==> config.mk <==
export PLATFORM = sky130hd
export DESIGN_NAME = timebase_zoom_and_sample_mapping
export DESIGN_NICKNAME = d
export VERILOG_FILES = /design/src/rtl/core/tzsm_pkg.sv /design/src/rtl/core/tzsm_ctrl.sv /design/src/rtl/core/tzsm_dp.sv /design/src/rtl/core/timebase_zoom_and_sample_mapping.sv
export SDC_FILE = /design/constraint.sdc
export NUM_CORES = 2
export LEC_CHECK = 0
export BUFFER_PORTS_ARGS = -buffer_cell sky130_fd_sc_hd__buf_2
export CORE_MARGIN = 5
export CORE_UTILIZATION = 35
export CTS_BUF_LIST = sky130_fd_sc_hd__clkbuf_4
export DETAILED_ROUTE_END_ITERATION = 10
export PLACE_DENSITY = 0.61
export SYNTH_ARGS = -nofsm -noshare
export SYNTH_HDL_FRONTEND = slang
export SYNTH_SLANG_ARGS = --single-unit
export TNS_END_PERCENT = 50
==> constraint.sdc <==
create_clock -name clk -period 16.2 [get_ports clk]
set_input_delay 2.43 -clock clk [delete_from_list [all_inputs] [get_ports clk]]
set_output_delay 2.43 -clock clk [all_outputs]
set_load 0.03 [all_outputs]
==> src/rtl/core/tzsm_pkg.sv <==
package tzsm_pkg;

  localparam logic [2:0] CMD_RESET    = 3'd0;
  localparam logic [2:0] CMD_ZOOM_IN  = 3'd1;
  localparam logic [2:0] CMD_ZOOM_OUT = 3'd2;
  localparam logic [2:0] CMD_SET_ZOOM = 3'd3;
  localparam logic [2:0] CMD_TO_PIXEL = 3'd4;
  localparam logic [2:0] CMD_TO_SAMPLE = 3'd5;
  localparam logic [2:0] CMD_TICK     = 3'd6;

  localparam logic [1:0] REG_SCREEN_WIDTH = 2'd0;
  localparam logic [1:0] REG_CENTER_ALIGN = 2'd1;
  localparam logic [1:0] REG_REF_SAMPLE   = 2'd2;
  localparam logic [1:0] REG_MIN_TICK_GAP = 2'd3;

  localparam logic [29:0] MAX_ZOOM = 30'd1000000000;

  localparam int DIV_STEPS = 33;
  localparam int MUL_STEPS = 30;

  // Largest power of ten at or below the limit; cap_fac then picks 1, 2 or 5 times it.
  function automatic logic [33:0] cap_power(input logic [29:0] lim);
    logic [33:0] p;
    p = 34'd1;
    for (int i = 0; i < 10; i++) begin
      if ({4'd0, lim} >= p * 34'd10) p = p * 34'd10;
    end
    return p;
  endfunction

  function automatic logic [2:0] cap_fac(input logic [29:0] lim);
    logic [33:0] p;
    p = cap_power(lim);
    if (p * 34'd5 <= {4'd0, lim}) return 3'd5;
    else if (p * 34'd2 <= {4'd0, lim}) return 3'd2;
    else return 3'd1;
  endfunction

  localparam logic [2:0]  CAP_FAC = cap_fac(MAX_ZOOM);
  localparam logic [33:0] CAP_WIDE = cap_power(MAX_ZOOM) * 34'(CAP_FAC);
  localparam logic [29:0] CAP_VALUE = CAP_WIDE[29:0];

  typedef struct packed {
    logic load;
    logic mul_start;
    logic div_start;
    logic lad_start;
    logic finish;
  } ctrl_cmd_t;

  typedef struct packed {
    logic need_mul;
    logic need_div;
    logic need_lad;
    logic mul_done;
    logic div_done;
    logic lad_done;
  } dp_stat_t;

endpackage

==> src/rtl/core/tzsm_ctrl.sv <==
module tzsm_ctrl
  import tzsm_pkg::*;
(
  input  logic       clk,
  input  logic       rst,
  input  logic       in_valid,
  output logic       in_stall,
  output logic       out_valid,
  input  logic       out_stall,
  input  dp_stat_t   stat,
  output ctrl_cmd_t  cmd
);

  typedef enum logic [2:0] {
    S_IDLE, S_DISPATCH, S_MUL, S_DIV, S_LAD, S_FINISH, S_HOLD
  } state_t;

  state_t state;
  logic   mul_start, div_start, lad_start, finish;

  assign in_stall = (state != S_IDLE);
  assign cmd.load = in_valid && (state == S_IDLE);
  assign cmd.mul_start = mul_start;
  assign cmd.div_start = div_start;
  assign cmd.lad_start = lad_start;
  assign cmd.finish = finish;

  always_ff @(posedge clk) begin
    if (rst) begin
      state <= S_IDLE;
      mul_start <= 1'b0;
      div_start <= 1'b0;
      lad_start <= 1'b0;
      finish <= 1'b0;
      out_valid <= 1'b0;
    end else begin
      mul_start <= 1'b0;
      div_start <= 1'b0;
      lad_start <= 1'b0;
      finish <= 1'b0;
      unique case (state)
        S_IDLE: begin
          if (in_valid) state <= S_DISPATCH;
        end
        S_DISPATCH: begin
          if (stat.need_mul) begin
            mul_start <= 1'b1;
            state <= S_MUL;
          end else if (stat.need_div) begin
            div_start <= 1'b1;
            state <= S_DIV;
          end else if (stat.need_lad) begin
            lad_start <= 1'b1;
            state <= S_LAD;
          end else begin
            finish <= 1'b1;
            state <= S_FINISH;
          end
        end
        S_MUL, S_DIV: begin
          if ((state == S_MUL && stat.mul_done) || (state == S_DIV && stat.div_done)) begin
            if (stat.need_lad) begin
              lad_start <= 1'b1;
              state <= S_LAD;
            end else begin
              finish <= 1'b1;
              state <= S_FINISH;
            end
          end
        end
        S_LAD: begin
          if (stat.lad_done) begin
            finish <= 1'b1;
            state <= S_FINISH;
          end
        end
        S_FINISH: begin
          out_valid <= 1'b1;
          state <= S_HOLD;
        end
        S_HOLD: begin
          if (!out_stall) begin
            out_valid <= 1'b0;
            state <= S_IDLE;
          end
        end
        default: state <= S_IDLE;
      endcase
    end
  end

endmodule

==> src/rtl/core/tzsm_dp.sv <==
module tzsm_dp
  import tzsm_pkg::*;
(
  input  logic               clk,
  input  logic               rst,
  input  ctrl_cmd_t          cmd,
  output dp_stat_t           stat,
  input  logic               cfg_valid,
  output logic               cfg_ready,
  input  logic [1:0]         cfg_index,
  input  logic [31:0]        cfg_data,
  input  logic [2:0]         command,
  input  logic signed [30:0] zoom_value,
  input  logic signed [31:0] sample_index,
  input  logic signed [16:0] pixel_coord,
  output logic signed [31:0] mapped_position,
  output logic [29:0]        zoom_magnitude,
  output logic               zoom_below_one,
  output logic [1:0]         ladder_index,
  output logic [42:0]        tick_spacing,
  output logic [2:0]         tick_factor,
  output logic [3:0]         tick_power
);

  function automatic logic signed [31:0] sat32(input logic signed [63:0] v);
    if (v > 64'sd2147483647) return 32'sh7fffffff;
    else if (v < -64'sd2147483648) return 32'sh80000000;
    else return v[31:0];
  endfunction

  logic [12:0]        screen_width;
  logic               center_align;
  logic signed [31:0] reference_sample;
  logic [9:0]         min_tick_gap;
  logic [29:0]        zoom_mag;
  logic               below_one;
  logic [1:0]         step_index;

  logic [2:0]         cmd_q;
  logic signed [30:0] zval_q;
  logic signed [31:0] samp_q;
  logic signed [16:0] pix_q;

  // Shared divider, multiplier and decade search.
  logic        div_busy;
  logic [5:0]  div_cnt;
  logic [32:0] div_dq;
  logic [29:0] div_rem;
  logic [29:0] div_dvs;
  logic        mul_busy;
  logic [4:0]  mul_cnt;
  logic [62:0] mul_a;
  logic [29:0] mul_b;
  logic [62:0] mul_acc;
  logic        lad_busy;
  logic [39:0] lad_t;
  logic [43:0] lad_p;
  logic [3:0]  lad_n;
  logic [42:0] lad_res;
  logic [2:0]  lad_fac;
  logic [3:0]  lad_pow;

  logic signed [14:0] base;
  logic [29:0]        mag_e;
  logic signed [32:0] d;
  logic               dneg;
  logic [32:0]        dabs;
  logic signed [17:0] dx;
  logic               dxneg;
  logic [17:0]        dxabs;
  logic signed [30:0] zs;
  logic               zpos;
  logic [30:0]        zabs;
  logic               b_in;
  logic [1:0]         idx_in, idx_out, idx_out_next, idx_z;
  logic               mult5, div_branch;
  logic [61:0]        fifth_prod;
  logic [32:0]        m;
  logic               zoom_ok;

  logic [30:0] div_trial;
  logic        div_ge;
  logic [30:0] div_diff;
  logic [43:0] p10, p5, t44;
  logic [32:0] dividend;
  logic [32:0] multiplicand;
  logic [39:0] ceil_q;

  logic signed [63:0] prod64, quo64, sprod, squo, base64, ref64;
  logic               map_neg;
  logic [29:0]        set_mag;
  logic [2:0]         set_fac;

  assign cfg_ready = 1'b1;

  assign base = center_align ? $signed({3'd0, screen_width[12:1]})
                             : $signed({2'd0, screen_width}) - 15'sd1;
  assign mag_e = (zoom_mag == 30'd0) ? 30'd1 : zoom_mag;
  assign d = {reference_sample[31], reference_sample} - {samp_q[31], samp_q};
  assign dneg = d[32];
  assign dabs = dneg ? 33'(-d) : 33'(d);
  assign dx = {pix_q[16], pix_q} - {{3{base[14]}}, base};
  assign dxneg = dx[17];
  assign dxabs = dxneg ? 18'(-dx) : 18'(dx);
  assign zs = (zval_q == 31'sd0 || zval_q == 31'sd1) ? -31'sd1 : zval_q;
  assign zpos = !zs[30];
  assign zabs = zpos ? 31'(zs) : 31'(-zs);

  // Zoom stepping on the 1-2-5 ladder.
  assign b_in = below_one || (zoom_mag == 30'd1);
  always_comb begin
    case (step_index)
      2'd0: idx_in = 2'd2;
      2'd1: idx_in = 2'd0;
      2'd2: idx_in = 2'd1;
      default: idx_in = 2'd2;
    endcase
    idx_out = (step_index == 2'd3) ? 2'd0 : step_index;
    case (idx_out)
      2'd0: idx_out_next = 2'd1;
      2'd1: idx_out_next = 2'd2;
      default: idx_out_next = 2'd0;
    endcase
  end
  assign idx_z = (cmd_q == CMD_ZOOM_IN) ? idx_in : idx_out;
  assign mult5 = (idx_z == 2'd1);
  assign div_branch = (cmd_q == CMD_ZOOM_IN) ? !b_in : below_one;

  // Twice the magnitude divided by five as a reciprocal multiply; exact for
  // any operand below 2^31.
  assign fifth_prod = {31'd0, zoom_mag, 1'b0} * 62'd1717986919;

  always_comb begin
    if (!div_branch) begin
      if (mult5) m = ({3'd0, zoom_mag} + {1'b0, zoom_mag, 2'b00}) >> 1;
      else m = {2'd0, zoom_mag, 1'b0};
    end else begin
      if (mult5) m = {4'd0, fifth_prod[61:33]};
      else m = {4'd0, zoom_mag[29:1]};
    end
  end
  assign zoom_ok = (m <= {3'd0, MAX_ZOOM});

  always_comb begin
    stat.need_mul = (cmd_q == CMD_TO_PIXEL && below_one)
                    || (cmd_q == CMD_TO_SAMPLE && !below_one)
                    || (cmd_q == CMD_TICK && !below_one);
    stat.need_div = (cmd_q == CMD_TO_PIXEL && !below_one)
                    || (cmd_q == CMD_TO_SAMPLE && below_one)
                    || (cmd_q == CMD_TICK && below_one);
    stat.need_lad = (cmd_q == CMD_SET_ZOOM) || (cmd_q == CMD_TICK);
    stat.mul_done = mul_busy && (mul_cnt == 5'(MUL_STEPS - 1));
    stat.div_done = div_busy && (div_cnt == 6'(DIV_STEPS - 1));
    stat.lad_done = lad_busy && (t44 < p10);
  end

  always_comb begin
    case (cmd_q)
      CMD_TO_PIXEL: begin
        dividend = dabs;
        multiplicand = dabs;
      end
      CMD_TO_SAMPLE: begin
        dividend = {15'd0, dxabs};
        multiplicand = {15'd0, dxabs};
      end
      CMD_TICK: begin
        dividend = {23'd0, min_tick_gap};
        multiplicand = {23'd0, min_tick_gap};
      end
      default: begin
        dividend = {2'd0, zoom_mag, 1'b0};
        multiplicand = {2'd0, zoom_mag, 1'b0};
      end
    endcase
  end

  assign div_trial = {div_rem, div_dq[32]};
  assign div_ge = (div_trial >= {1'b0, div_dvs});
  assign div_diff = div_trial - {1'b0, div_dvs};

  assign p10 = {lad_p[40:0], 3'b000} + {lad_p[42:0], 1'b0};
  assign p5 = {lad_p[41:0], 2'b00} + lad_p;
  assign t44 = {4'd0, lad_t};
  assign ceil_q = {7'd0, div_dq} + {39'd0, (div_rem != 30'd0)};

  assign map_neg = (cmd_q == CMD_TO_PIXEL) ? dneg : dxneg;
  assign prod64 = {1'b0, mul_acc};
  assign quo64 = {31'd0, div_dq};
  assign sprod = map_neg ? -prod64 : prod64;
  assign squo = map_neg ? -quo64 : quo64;
  assign base64 = {{49{base[14]}}, base};
  assign ref64 = {{32{reference_sample[31]}}, reference_sample};

  always_comb begin
    if (lad_res > {13'd0, MAX_ZOOM}) begin
      set_mag = CAP_VALUE;
      set_fac = CAP_FAC;
    end else begin
      set_mag = lad_res[29:0];
      set_fac = lad_fac;
    end
  end

  always_ff @(posedge clk) begin
    if (rst) begin
      screen_width <= 13'd640;
      center_align <= 1'b0;
      reference_sample <= 32'sd0;
      min_tick_gap <= 10'd32;
      zoom_mag <= 30'd1;
      below_one <= 1'b0;
      step_index <= 2'd0;
      div_busy <= 1'b0;
      mul_busy <= 1'b0;
      lad_busy <= 1'b0;
    end else begin
      if (cfg_valid) begin
        unique case (cfg_index)
          REG_SCREEN_WIDTH: screen_width <= cfg_data[12:0];
          REG_CENTER_ALIGN: center_align <= cfg_data[0];
          REG_REF_SAMPLE:   reference_sample <= $signed(cfg_data);
          REG_MIN_TICK_GAP: min_tick_gap <= cfg_data[9:0];
          default: ;
        endcase
      end

      if (cmd.div_start) begin
        div_busy <= 1'b1;
        div_cnt <= 6'd0;
        div_dq <= dividend;
        div_rem <= 30'd0;
        div_dvs <= mag_e;
      end else if (div_busy) begin
        div_rem <= div_ge ? div_diff[29:0] : div_trial[29:0];
        div_dq <= {div_dq[31:0], div_ge};
        div_cnt <= div_cnt + 6'd1;
        if (stat.div_done) div_busy <= 1'b0;
      end

      if (cmd.mul_start) begin
        mul_busy <= 1'b1;
        mul_cnt <= 5'd0;
        mul_a <= {30'd0, multiplicand};
        mul_b <= mag_e;
        mul_acc <= 63'd0;
      end else if (mul_busy) begin
        if (mul_b[0]) mul_acc <= mul_acc + mul_a;
        mul_a <= {mul_a[61:0], 1'b0};
        mul_b <= {1'b0, mul_b[29:1]};
        mul_cnt <= mul_cnt + 5'd1;
        if (stat.mul_done) mul_busy <= 1'b0;
      end

      if (cmd.lad_start) begin
        lad_busy <= 1'b1;
        lad_p <= 44'd1;
        lad_n <= 4'd0;
        if (cmd_q == CMD_SET_ZOOM) lad_t <= {9'd0, zabs};
        else if (below_one) lad_t <= ceil_q;
        else lad_t <= mul_acc[39:0];
      end else if (lad_busy) begin
        if (!stat.lad_done) begin
          lad_p <= p10;
          lad_n <= lad_n + 4'd1;
        end else begin
          lad_busy <= 1'b0;
          if (lad_p >= t44) begin
            lad_fac <= 3'd1;
            lad_res <= lad_p[42:0];
            lad_pow <= lad_n;
          end else if ({lad_p[42:0], 1'b0} >= t44) begin
            lad_fac <= 3'd2;
            lad_res <= {lad_p[41:0], 1'b0};
            lad_pow <= lad_n;
          end else if (p5 >= t44) begin
            lad_fac <= 3'd5;
            lad_res <= p5[42:0];
            lad_pow <= lad_n;
          end else begin
            lad_fac <= 3'd1;
            lad_res <= p10[42:0];
            lad_pow <= lad_n + 4'd1;
          end
        end
      end

      if (cmd.finish) begin
        case (cmd_q)
          CMD_RESET: begin
            zoom_mag <= 30'd1;
            below_one <= 1'b0;
            step_index <= 2'd0;
          end
          CMD_ZOOM_IN: begin
            if (zoom_ok) begin
              below_one <= b_in;
              step_index <= idx_in;
              zoom_mag <= m[29:0];
            end
          end
          CMD_ZOOM_OUT: begin
            if (zoom_ok) begin
              zoom_mag <= m[29:0];
              step_index <= idx_out_next;
              if (m == 33'd1) below_one <= 1'b0;
            end
          end
          CMD_SET_ZOOM: begin
            zoom_mag <= set_mag;
            below_one <= zpos;
            if (set_fac == 3'd1) step_index <= 2'd0;
            else if (set_fac == 3'd2) step_index <= zpos ? 2'd2 : 2'd1;
            else step_index <= zpos ? 2'd1 : 2'd2;
          end
          default: ;
        endcase
      end
    end
  end

  // Result fields; control in the sequencer keeps them held while offered.
  always_ff @(posedge clk) begin
    if (cmd.load) begin
      cmd_q <= command;
      zval_q <= zoom_value;
      samp_q <= sample_index;
      pix_q <= pixel_coord;
    end
    if (cmd.finish) begin
      mapped_position <= 32'sd0;
      tick_spacing <= 43'd0;
      tick_factor <= 3'd0;
      tick_power <= 4'd0;
      case (cmd_q)
        CMD_TO_PIXEL:
          mapped_position <= sat32(base64 - (below_one ? sprod : squo));
        CMD_TO_SAMPLE:
          mapped_position <= sat32((below_one ? squo : sprod) + ref64);
        CMD_TICK: begin
          tick_spacing <= lad_res;
          tick_factor <= lad_fac;
          tick_power <= lad_pow;
        end
        default: ;
      endcase
    end
  end

  assign zoom_magnitude = zoom_mag;
  assign zoom_below_one = below_one;
  assign ladder_index = step_index;

endmodule

==> src/rtl/core/timebase_zoom_and_sample_mapping.sv <==
// Channel   Handshake                Payload
// request   in_valid / in_stall      command, zoom_value, sample_index, pixel_coord
// result    out_valid / out_stall    mapped_position, zoom_*, ladder_index, tick_*
// config    cfg_valid / cfg_ready    cfg_index, cfg_data
//
// One request is handled at a time. Zoom-step and reset commands go straight
// to the result, setting the zoom runs the decade search, mappings run the
// serial multiplier or the serial divider, and tick spacing adds a decade
// search after that.
// Reset (rst, synchronous) restores the configuration defaults and unit zoom.
// While a result is offered and stalled, no new request is taken.
module timebase_zoom_and_sample_mapping
  import tzsm_pkg::*;
(
  input  logic               clk,
  input  logic               rst,
  input  logic               in_valid,
  output logic               in_stall,
  input  logic [2:0]         command,
  input  logic signed [30:0] zoom_value,
  input  logic signed [31:0] sample_index,
  input  logic signed [16:0] pixel_coord,
  output logic               out_valid,
  input  logic               out_stall,
  output logic signed [31:0] mapped_position,
  output logic [29:0]        zoom_magnitude,
  output logic               zoom_below_one,
  output logic [1:0]         ladder_index,
  output logic [42:0]        tick_spacing,
  output logic [2:0]         tick_factor,
  output logic [3:0]         tick_power,
  input  logic               cfg_valid,
  output logic               cfg_ready,
  input  logic [1:0]         cfg_index,
  input  logic [31:0]        cfg_data
);

  ctrl_cmd_t ctrl_cmd;
  dp_stat_t  dp_stat;

  // The sequencer steps each request through the shared arithmetic units.
  tzsm_ctrl u_ctrl (
    .clk       (clk),
    .rst       (rst),
    .in_valid  (in_valid),
    .in_stall  (in_stall),
    .out_valid (out_valid),
    .out_stall (out_stall),
    .stat      (dp_stat),
    .cmd       (ctrl_cmd)
  );

  // The datapath holds configuration, zoom state, the units and the result.
  tzsm_dp u_dp (
    .clk             (clk),
    .rst             (rst),
    .cmd             (ctrl_cmd),
    .stat            (dp_stat),
    .cfg_valid       (cfg_valid),
    .cfg_ready       (cfg_ready),
    .cfg_index       (cfg_index),
    .cfg_data        (cfg_data),
    .command         (command),
    .zoom_value      (zoom_value),
    .sample_index    (sample_index),
    .pixel_coord     (pixel_coord),
    .mapped_position (mapped_position),
    .zoom_magnitude  (zoom_magnitude),
    .zoom_below_one  (zoom_below_one),
    .ladder_index    (ladder_index),
    .tick_spacing    (tick_spacing),
    .tick_factor     (tick_factor),
    .tick_power      (tick_power)
  );

endmodule
* After elaboration in Yosys (flattened, before gate mapping)
Cells that the tools add are included.
** Cells by class
- Add/sub/neg operators :: 19
- Multipliers :: 1
- $lt $le $gt $ge :: 11
- Equality and inequality tests :: 36
- Mux-type cells :: 98
- Bitwise logic cells :: 3
- Reduce and logical (&&, ||, !) cells :: 59
** Operators by type and width (count)
- two-way mux 64 bit :: 4
- two-way mux 30 bit :: 7
- two-way mux 63 bit :: 3
- two-way mux 33 bit :: 5
- two-way mux 32 bit :: 5
- >= comparator 44 x 40 -> 1 bit :: 3
- two-way mux 43 bit :: 3
- > comparator 64 x 32 -> 1 bit, second input constant :: 2
- < comparator 64 x 32 -> 1 bit, second input constant :: 2
- one-hot mux 33 bit (3 select lines) :: 1
- two-way mux 31 bit :: 3
- one-hot mux 30 bit (3 select lines) :: 1
- adder 44 bit :: 2
- two-way mux 44 bit :: 2
- adder 64 x 32 -> 64 bit :: 1
- negation 33 -> 64 bit :: 1
- negation 63 -> 64 bit :: 1
- one-hot mux 32 bit (2 select lines) :: 1
- subtractor 15 x 64 -> 64 bit :: 1
- adder 63 bit :: 1
- multiplier 30 x 31 -> 61 bit, second input constant :: 1
- < comparator 40 x 44 -> 1 bit :: 1
- > comparator 43 x 30 -> 1 bit, second input constant :: 1
- two-way mux 40 bit :: 1
- other kinds (59) :: 174
** Storage, ports and cells
- Bits in registers :: 663
- Input bits :: 122
- Word-level logic and storage cells :: 268

* Logic depth before layout (Yosys ltp)
- Depth in word-level cells :: 11
- Depth in mapped cells :: 44

* Cells and area by module
From an unflattened synthesis, not the netlist that was laid out.
** Second synthesis, totals
- Cell total of the unflattened synthesis :: 7585
- Area total of the unflattened synthesis :: 67738.7 um^2
** By module, submodules not included
- tzsm_dp :: times used 1, cells an instance 7526, area each 67205.7 um^2, seq. area each 18748.0 um^2
- tzsm_ctrl :: times used 1, cells an instance 59, area each 533.0 um^2, seq. area each 160.2 um^2

* Worst setup path before layout
No wires, ideal clock.
- Path kind :: flip-flop to flip-flop
- Start :: reg u_dp.zoom_mag[13], in the netlist u_dp.zoom_magnitude[13]
- End :: reg u_dp.zoom_mag[22], in the netlist u_dp.zoom_magnitude[22]
- Setup time :: 139 ps
- Data arrival time :: 9358 ps
- Data required time :: 16061 ps
- Slack :: 6704 ps
- Stages on the path, launching flop included :: 34
- Buffers on the path :: 1
- Cells stage by stage :: dfxtp_1 > inv_1 > ha_1 > fa_1 > inv_1 > fa_1 > inv_1 > fa_1 > inv_1 > fa_1 > fa_1 > inv_1 > fa_1 > inv_1 > fa_1 > ha_1 > a21o_1 > a21o_1 > a21oi_1 > o21ai_0 > a221oi_1 > inv_1 > o2111ai_1 > a31oi_1 > a221o_1 > a31o_2 > xor2_1 > a21o_1 > or2_2 > a2111oi_0 > o21ai_1 > clkbuf_1 > a221oi_1 > a311oi_1
** Between the ends
- Longest elaborated chain between the ends :: 8
** RTL lines
- start, declared :: line tzsm_dp.sv:35 : logic [29:0] zoom_mag;
- start signal, assigned :: line tzsm_dp.sv:299 : zoom_mag <= m[29:0];
- start signal, assigned :: line tzsm_dp.sv:304 : zoom_mag <= m[29:0];
- start signal, assigned :: line tzsm_dp.sv:310 : zoom_mag <= set_mag;
- parallel branches: the longest is 4 deep, another holds multiplier 30 x 31 -> 61 bit
- two-way mux 33 bit * :: line tzsm_dp.sv:134 : if (!div_branch) begin
- less-or-equal comparator 33 x 30 -> 1 bit :: line tzsm_dp.sv:142 : assign zoom_ok = (m <= {3'd0, MAX_ZOOM});
- inequality test 2 x 1 -> 1 bit (no source line)
- AND reduction 3 bit (no source line)
Mark *: on every way between the ends. The select of a mux whose other input is x is not followed.
A chain may end at the register's enable or synchronous reset.

* Worst setup path after layout
- Start :: reg u_dp.screen_width[0]
- End :: reg u_dp.mapped_position[2], data pin
** Between the ends
- Longest elaborated chain between the ends :: 11
** RTL lines
- start, declared :: line tzsm_dp.sv:31 : logic [12:0] screen_width;
- start signal, assigned :: line tzsm_dp.sv:220 : REG_SCREEN_WIDTH: screen_width <= cfg_data[12:0];
- subtractor 13 x 1 -> 14 bit * :: line tzsm_dp.sv:97 : : $signed({2'd0, screen_width}) - 15'sd1;
- two-way mux 15 bit * :: line tzsm_dp.sv:96 : assign base = center_align ? $signed({3'd0, screen_width[12:1]})
- subtractor 17 x 15 -> 18 bit :: line tzsm_dp.sv:102 : assign dx = {pix_q[16], pix_q} - {{3{base[14]}}, base};
- two-way mux 1 bit :: line tzsm_dp.sv:187 : assign map_neg = (cmd_q == CMD_TO_PIXEL) ? dneg : dxneg;
- two-way mux 64 bit (on tied branches) :: line tzsm_dp.sv:190, tzsm_dp.sv:191
- two-way mux 64 bit (on tied branches) :: line tzsm_dp.sv:339, tzsm_dp.sv:337
- adder 64 x 32 -> 64 bit / subtractor 15 x 64 -> 64 bit (equally long branches) :: line tzsm_dp.sv:339, tzsm_dp.sv:337
- < comparator 64 x 32 -> 1 bit :: line tzsm_dp.sv:27 : else if (v < -64'sd2147483648) return 32'sh80000000;
- two-way mux 32 bit :: line tzsm_dp.sv:27
- two-way mux 32 bit :: line tzsm_dp.sv:26 : if (v > 64'sd2147483647) return 32'sh7fffffff;
- one-hot mux 32 bit (2 select lines) * :: line tzsm_dp.sv:335 : case (cmd_q)
- end signal, assigned :: line tzsm_dp.sv:337 : mapped_position <= sat32(base64 - (below_one ? sprod : squo));
- end signal, assigned :: line tzsm_dp.sv:339 : mapped_position <= sat32((below_one ? squo : sprod) + ref64);
- end, declared :: line tzsm_dp.sv:16 : output logic signed [31:0] mapped_position,
Mark *: on every way between the ends. The rest lies on a longest branch, timed or not.

==> metrics.json <==
{
  "gp_congestion": {"value": 0.998},
  "critical_path_arrival": {"value": 12.45, "unit": "ns"},
  "route.vias.total": {"value": 59900},
  "cell_internal_pwr": {"value": 5400, "unit": "uW"},
  "worstSkewPairLatency": {"value": 1.28, "unit": "ns"},
  "critPathMaxFanout": {"value": 58},
  "final.hold.worst_slack": {"value": 0.463, "unit": "ns"},
  "clock_skew": {"value": 0.126, "unit": "ns"},
  "synthesis.instances": {"value": 7562},
  "post_route_cells_drive_above_1_share": {"value": 0.108},
  "placement.io_buffers": {"value": 238},
  "setup_repair_after_global_routing_missed_its_margin": {"value": "false"},
  "synth-async-reset-ratio": {"value": 0},
  "post-route-util": {"value": 0.386},
  "cpMostUsedCell": {"value": "sky130_fd_sc_hd__or4_1"},
  "first_pass_grt_wire_length": {"value": 375, "unit": "mm"},
  "num_io_pins": {"value": 240},
  "power-per-cell-area": {"value": 146, "unit": "nW/um^2"},
  "p_sw_frac": {"value": 0.501},
  "cts_post_setup_buffers_inserted": {"value": 0},
  "global_route.usage.met3": {"value": 0.0444},
  "syn-mean-instance-area": {"value": 8.97, "unit": "um^2"},
  "final_area": {"value": 74400, "unit": "um^2"},
  "cts-resized-gates": {"value": 0},
  "critical_path.max_stage_delay": {"value": 0.79, "unit": "ns"},
  "library_cell_used_as_clock_root_buffer": {"value": "sky130_fd_sc_hd__clkbuf_4"},
  "post_drt_via_cell_ratio": {"value": 5.72},
  "yosysWarnings": {"value": 0},
  "pin_count_of_the_biggest_net_entering_global_routing": {"value": 128},
  "yosys_most_used_dff": {"value": "sky130_fd_sc_hd__edfxtp_1"},
  "finalHoldViolations": {"value": 0},
  "postCtsHoldBufs": {"value": 0},
  "place.detailed.hpwl": {"value": 202, "unit": "mm"},
  "crit_required": {"value": 17.08, "unit": "ns"},
  "floorplan.rows": {"value": 161},
  "critPathKind": {"value": "reg2reg"},
  "synthesis.area": {"value": 67800, "unit": "um^2"},
  "post_synth_num_cell_types": {"value": 113},
  "dieHeight": {"value": 450, "unit": "um"},
  "syn_nets": {"value": 8737},
  "num-nets-final": {"value": 8948},
  "setup_tns": {"value": 0, "unit": "ns"},
  "worst_path_top_cell_family_by_delay": {"value": "compound AO/OA/AOI/OAI gates"},
  "combinational_power_share": {"value": 0.641},
  "die_ar": {"value": 203000, "unit": "um^2"},
  "leakagePower": {"value": 0.0328, "unit": "uW"},
  "placement.cell_area": {"value": 71700, "unit": "um^2"},
  "cts_max_level": {"value": 4},
  "tritoncts_clock_tree": {"value": "done"},
  "place_worst_setup_slack": {"value": 4.76, "unit": "ns"},
  "start_util": {"value": 0.352},
  "slew_violations": {"value": 0},
  "number_of_global_route_vias_before_repair": {"value": 59400},
  "power.share.clock": {"value": 0.158},
  "setup_viol_count_final": {"value": 0},
  "antenna_found_initial": {"value": 19},
  "finalWirelength": {"value": 253, "unit": "mm"},
  "fmax": {"value": 0.0864, "unit": "GHz"},
  "drv_cap": {"value": 0},
  "detailed_route_drc_error_count": {"value": 0},
  "final.min_clock_period": {"value": 11.57, "unit": "ns"},
  "gr-max-usage-layer": {"value": "met2"},
  "coreArea": {"value": 193000, "unit": "um^2"},
  "drt-pass1-iter-count": {"value": 7},
  "crit_path_top_delay_cell": {"value": "sky130_fd_sc_hd__o2bb2ai_4"},
  "cts.sink_count": {"value": 663},
  "chipWidth": {"value": 450, "unit": "um"},
  "power.share.sequential": {"value": 0.202},
  "drt_iter0_drc": {"value": 5315},
  "final_common_cell": {"value": "sky130_fd_sc_hd__ha_1"},
  "cp-end-kind": {"value": "flip-flop"},
  "final_cell_mix": {"value": "797 x sky130_fd_sc_hd__ha_1, 723 x sky130_fd_sc_hd__inv_1, 595 x sky130_fd_sc_hd__a21oi_1"},
  "detail-route-antenna-nets": {"value": 0},
  "grt.total_usage": {"value": 0.241},
  "switchingPower": {"value": 5430, "unit": "uW"},
  "timing_worst_slew_pin_value": {"value": 1.34, "unit": "ns"},
  "grt-ovfl-total": {"value": 0},
  "cts_made_buffers": {"value": 192},
  "synth-edff-count": {"value": 563},
  "fraction_of_the_yosys_area_taken_by_sequential_cells": {"value": 0.279},
  "critical_path_buf_inv_count": {"value": 3},
  "register_bit_total_from_synthesis": {"value": 663},
  "synthToLayoutAreaGrowth": {"value": 9.71, "unit": "%"},
  "grt.met2_usage": {"value": 0.401},
  "setup_slack": {"value": 4.63, "unit": "ns"},
  "globalRouteMet1Util": {"value": 0.296},
  "worstSetupStartpointType": {"value": "flip-flop"},
  "worst_ir_drop_vdd": {"value": 0.232, "unit": "mV"},
  "timing.hold.worst.class": {"value": "reg2reg"},
  "cts.clk_slew.worst_paths": {"value": 0.06, "unit": "ns"},
  "cts_buffer_depth": {"value": 3},
  "final_min_period_over_clock_period": {"value": 0.714},
  "post_drt_wl_per_cell": {"value": 24.1, "unit": "um"},
  "outcome": {"value": "finished, final reports clean"},
  "final.fill_count": {"value": 19500},
  "timing.slew.headroom": {"value": 0.104}
}
logic make-up after synthesis:
kind of cell,Yosys count,synth area share
AOI/OAI and AO/OA,2011,0.194
xor gates and xnor gates,494,0.0638
adders and majority gates,1055,0.223
buffers and inverters,1026,0.0572
DFF,663,0.279
muxes,172,0.0277
other,1,0.0000553
and+or+nand+nor,2140,0.156
per-layer routing:
metal	wire length, um	vias to the layer above	part of all wire
met3	18500	537	0.073
li1	-	27900	-
met1	101000	29100	0.40
met2	118000	2416	0.47
met4	14800	4	0.059
met5	24	-	0.000095
flip-flops by register name, indices dropped and copies added (netlist names), 10 cells and up:
register / cells
u_dp.zval_q: 31
u_dp.screen_width: 13
u_dp.zoom_magnitude: 30
u_dp.mapped_position: 32
u_dp.lad_t: 40
u_dp.lad_res: 43
u_dp.mul_a: 63
u_dp.mul_b: 30
u_dp.samp_q: 32
u_dp.div_dvs: 30
u_dp.div_dq: 33
u_dp.min_tick_gap: 10
u_dp.pix_q: 17
u_dp.mul_acc: 63
u_dp.div_rem: 30
u_dp.reference_sample: 32
u_dp.lad_p: 44
u_dp.tick_spacing: 43
stage by stage:
stage               power, uW  std cells
global placement         8990      10100
floorplan                7010       7562
CTS                     10800      10500
global route            11800      10500
finish                  10800      10500
detailed placement       9080      10100
cell usage after synthesis, drive strengths merged (50+ instances only):
library cell	instances	share of area
a211oi	65	0.0073
a21o	227	0.025
a21oi	597	0.044
a31oi	89	0.0087
and3	122	0.011
clkbuf	268	0.015
dfxtp	100	0.030
edfxtp	563	0.25
fa	256	0.076
ha	797	0.15
inv	727	0.040
mux2	75	0.012
mux2i	94	0.014
nand2	593	0.033
nand2b	78	0.0072
nand3	126	0.0094
nand4	95	0.0088
nor2	533	0.030
nor2b	114	0.011
nor3	136	0.010
nor4	69	0.0066
o211ai	76	0.0095
o21a	76	0.0084
o21ai	379	0.028
o21bai	66	0.0073
o22ai	50	0.0046
o31ai	63	0.0071
or3	68	0.0063
xnor2	258	0.033
xor2	236	0.030
power groups by stage:
stage               registers, uW  clock network (uW)  logic (uW)
finish                       2180                1710        6940
detailed placement           2220                   0        6860
global route                 2190                1850        7730
CTS                          2180                1760        6910
global placement             2220                   0        6770
floorplan                    2240                   0        4770
worst paths after layout:
kind                                      from                                 to  slack, ns  cells past startpoint
min reg2reg  u_dp.min_tick_gap[2]$_SDFFE_PP0P_  u_dp.min_tick_gap[2]$_SDFFE_PP0P_       0.46                      2
max          u_dp.screen_width[0]$_SDFFE_PP0P_  u_dp.mapped_position[2]$_DFFE_PP_       4.63                     34
min          u_dp.min_tick_gap[2]$_SDFFE_PP0P_  u_dp.min_tick_gap[2]$_SDFFE_PP0P_       0.46                      2
max reg2reg  u_dp.screen_width[0]$_SDFFE_PP0P_  u_dp.mapped_position[2]$_DFFE_PP_       4.63                     34
worst min-delay path, delay by kind of cell, from the launching register on:
| kind | cells | cell delay (ns) |
|---|---|---|
| flip-flops | 1 | 0.31 |
| AO/OA/AOI/OAI | 1 | 0.05 |
| AND/OR/NAND/NOR | 1 | 0.05 |
cell type report:
class | instances | area, um^2 | share of cell area
antenna | 14 | 35.0 | 0.000471
clock buffer | 279 | 2090 | 0.0282
clock inverter | 75 | 505 | 0.00680
inverter | 729 | 2740 | 0.0368
multi-input combinational | 5873 | 45100 | 0.607
sequential | 663 | 18900 | 0.254
tap | 2526 | 3160 | 0.0425
timing repair buffer | 314 | 1780 | 0.0239
Power figures use the tool's default switching activity.
